`src/rtl/tmsr_ram.sv`:
```
`default_nettype none

module tmsr_ram #(
   parameter int unsigned WIDTH = 8,
   parameter int unsigned DEPTH = 256
) (
   input  wire logic                     clock,
   input  wire logic                     wr_en,
   input  wire logic [$clog2(DEPTH)-1:0] wr_addr,
   input  wire logic [WIDTH-1:0]         wr_data,
   input  wire logic                     rd_en,
   input  wire logic [$clog2(DEPTH)-1:0] rd_addr,
   output logic      [WIDTH-1:0]         rd_data
);

   logic [WIDTH-1:0] mem_ff [DEPTH];

   // one write port, one registered read port; read data holds between reads
   always_ff @(posedge clock) begin
      if (wr_en) begin
         mem_ff[wr_addr] <= wr_data;
      end
      if (rd_en) begin
         rd_data <= mem_ff[rd_addr];
      end
   end

endmodule

`default_nettype wire

```
`config.mk`:
```
export PLATFORM = sky130hd
export DESIGN_NAME = tmsr_ram
export DESIGN_NICKNAME = d
export VERILOG_FILES = /design/src/rtl/tmsr_ram.sv
export SDC_FILE = /design/constraint.sdc
export NUM_CORES = 2
export LEC_CHECK = 0
export BUFFER_PORTS_ARGS = -buffer_cell sky130_fd_sc_hd__buf_4
export CAP_MARGIN = 5
export CORE_MARGIN = 4
export CORE_UTILIZATION = 57
export DETAILED_ROUTE_END_ITERATION = 10
export PLACE_DENSITY_LB_ADDON = 0.2
export SETUP_SLACK_MARGIN = 0.3
export SYNTH_ARGS = -nofsm -noshare
export SYNTH_HDL_FRONTEND = slang
export SYNTH_SLANG_ARGS = --single-unit
export TNS_END_PERCENT = 5
```
`constraint.sdc`:
```
create_clock -name clock -period 2.39 [get_ports clock]
set_input_delay 0.239 -clock clock [delete_from_list [all_inputs] [get_ports clock]]
set_output_delay 0.239 -clock clock [all_outputs]
set_load 0.05 [all_outputs]
```
==> flow_metrics.env <==
export IMPL_status="complete, but fails checks"
export IMPL_violations="negative setup slack"
export IMPL_p_leak_nw=30.6
export IMPL_grt_overflow_total=0
export IMPL_die_w_um=382
export IMPL_grt_pass1_vias=41400
export IMPL_portBuffers=34
export IMPL_area_growth_syn_to_layout_pct=18.0
export IMPL_wl_per_cell_um=30.3
export IMPL_ys_seq_elements=2056
export IMPL_dieArea_sq_um=146000
export IMPL_timing_final_crit_period_ns=2.45
export IMPL_finalSetupViolations=2
export IMPL_ir_drop_mv=0.681
export IMPL_fin_crit_sh_pct=103
export IMPL_setup_slack_ns=-0.0648
export IMPL_cts_num_sinks=2056
export IMPL_met1_length_um=77500
export IMPL_cap_violations=0
export IMPL_wl_met2_um=92200
export IMPL_wl_met3_um=20500
export IMPL_cp_common_cell="mux4_2"
export IMPL_drc_errors=0
export IMPL_netlist_instances=3733
export IMPL_dp_hpwl_um=126000
export IMPL_synth_top_area_share_pct=77.5
export IMPL_synth_most_common_cell="edfxtp_1"
export IMPL_grt_usage_pct=27.3
export IMPL_worst_setup_path_end_kind="register"
export IMPL_setup_tns_ns=-0.0695
export IMPL_rows=136
export IMPL_fmax_ghz=0.407
export IMPL_synth_area_leader_cell="edfxtp_1"
export IMPL_fin_nets=4478
export IMPL_finalClockSkew_ns=0.0324
export IMPL_syn_area_sq_um=79600
export IMPL_crit_path_top_delay_cell="mux4_2"
export IMPL_synthTopCellsByCount="edfxtp_1, mux4_2, nor2_1"
export IMPL_power_total_mw=74.6
export IMPL_worstPathMaxFanout=1
export IMPL_crit_chain="mux4_2, mux4_2, nor2b_4, nor4_4, buf_4, nor4_2"
export IMPL_drt_total_wl_um=196000
export IMPL_hp_class="primary input to register"
export IMPL_async_reset_ff_share_pct=0
export IMPL_io_pins=35
export IMPL_root_buffer="clkbuf_16"
export IMPL_yosys_most_used_dff="edfxtp_1"
export IMPL_layout_drive_gt1_share_pct=33.2
export IMPL_viasPerCell=6.38
export IMPL_die_h_um=382
export IMPL_worst_pin_slew_ns=0.921
export IMPL_antenna_found_initial=5
export IMPL_slew_headroom_pct=38.6
export IMPL_clock_latency_ns=0.82
export IMPL_fillers=8694
export IMPL_required_ns=2.97
export IMPL_grt_setup_unrepaired="true"
export IMPL_dr_max_layer_used="met5"
export IMPL_rrSetupSlack_ns=-0.06
export IMPL_critPathLaunchType="register"
export IMPL_drt_initial_drc_count=5246
export IMPL_gp_congestion=0.854
export IMPL_ys_seq_area_share_pct=77.5
export IMPL_grt_pass1_wl_um=287000
export IMPL_crit_type="register to register"
export IMPL_synth_avg_cell_area_sq_um=21.3
export IMPL_synth_area_leaders="edfxtp_1, mux4_2, mux2i_1, nor2_1, a22oi_1"
export IMPL_vias=41300
export IMPL_cts_htree_levels=4
export IMPL_core_area_sq_um=138000
export IMPL_synth_distinct_cells=54
export IMPL_clk_path_buf_depth=3
export IMPL_syn_nets=3760
export IMPL_cts_tree="built"
export IMPL_p_per_area_nw_per_um2=794
export IMPL_max_stage_delay_ns=0.51
export IMPL_drv_slew=0
export IMPL_synth_edf_count=2056
export IMPL_hold_violations=0
export IMPL_grt_max_degree=106
export IMPL_antenna_left=0
export IMPL_cts_buffers=199
export IMPL_worstPathArrival_ns=3.03
export IMPL_ys_warn_count=0
export IMPL_start_util_pct=57.6
export IMPL_path_clk_slew_ns=0.07
export IMPL_drtPass1Iterations=5
==> power breakdown <==
group	leakage (nW)	internal, mW	total, mW	switching [mW]
registers	18.5	39.8	39.8	0.0577
clock network	3.03	17.4	30.5	13.1
logic	9.05	1.77	4.32	2.54
==> per-layer routing <==
layer,GRT usage [%],vias up
met5,0,-
met1,40.1,21600
met3,6.40,329
met2,41.5,2246
li1,-,17100
met4,8.35,2
==> stage by stage <==
step | instances | util [%] | hold slack (ns) | instance area, sq um | setup slack (ns)
floorplan | 3733 | - | 0.338 | 79900 | 0.194
detailed placement | 6104 | 63.2 | 0.598 | 87300 | -1.21
global route | 6470 | 68.0 | 0.0803 | 94000 | -0.104
CTS | 6470 | 68.0 | 0.0332 | 93900 | -0.0193
global placement | 6104 | 63.2 | 0.593 | 87300 | -1.25
finish | 6474 | 68.0 | 0.0911 | 94000 | -0.0648
==> critical path, delay by kind of cell (launching register included) <==
| kind | cells | cell delay, ns |
|---|---|---|
| simple gates | 3 | 0.62 |
| mux | 2 | 1.00 |
| flops | 1 | 0.36 |
| buf+inv | 1 | 0.22 |
==> final cells by class <==
type	instances	area (sq um)	share of cell area [%]
Clock inverter	110	1080	1.15
Inverter	2	7.51	0.00799
Timing Repair Buffer	750	6770	7.20
Clock buffer	247	5200	5.53
Tap cell	1863	2330	2.48
Sequential cell	2056	61700	65.7
Antenna cell	4	10.0	0.0106
Multi-Input combinational cell	1442	16900	17.9
==> cell families (layout without fill, tap and decap cells) <==
kind of cell	after synthesis	in the layout	share of synthesized area, %
AOI/OAI and AO/OA	385	385	3.42
other	0	4	0
and+or+nand+nor	466	466	2.63
DFF	2056	2056	77.5
muxes	591	591	14.6
buffers and inverters	235	1109	1.83
==> path summary, 6_finish.rpt <==
| check | start | to | depth (start not counted) |
|---|---|---|---|
| setup reg to reg | mem_ff[71][4]$_DFFE_PP_ | rd_data[4]$_DFFE_PP_ | 6 |
| hold reg to reg | mem_ff[70][6]$_DFFE_PP_ | rd_data[6]$_DFFE_PP_ | 5 |
| setup / recovery | mem_ff[71][4]$_DFFE_PP_ | rd_data[4]$_DFFE_PP_ | 6 |
| hold / removal | wr_addr[2] | mem_ff[204][6]$_DFFE_PP_ | 4 |
==> state kept, by name, indices dropped and copies added, names as in the netlist <==
signal,count
mem_ff,2048
rd_data,8
==> cells in the final DEF (no fill, tap or decap), types with 8 or more instances in the layout <==
cell type	count
nand2b_1	8
nor2_1	278
mux4_2	454
o22ai_1	28
nand3_1	34
o21ai_0	10
a22oi_1	130
clkinvlp_4	15
buf_4	647
buf_12	83
dlygate4sd3_1	9
bufinv_16	18
a211oi_1	11
clkinv_1	36
a221oi_1	9
clkbuf_16	201
o221ai_1	46
nand2_1	33
a21oi_1	94
nor4_1	9
nor4_2	11
nand4_1	10
edfxtp_1	2056
clkbuf_1	46
o211ai_1	10
nor3_1	17
nor2b_1	25
clkinv_2	29
mux2i_1	134
==> repair_timing <==
action,in CTS,in global routing
hold endpoints to repair,401,0
gates resized for setup,43,12
hold buffers,9,0
setup endpoints to repair,8,8
buffers inserted,0,0
pin swaps,14,7
(Power assumes the default switching activity.)
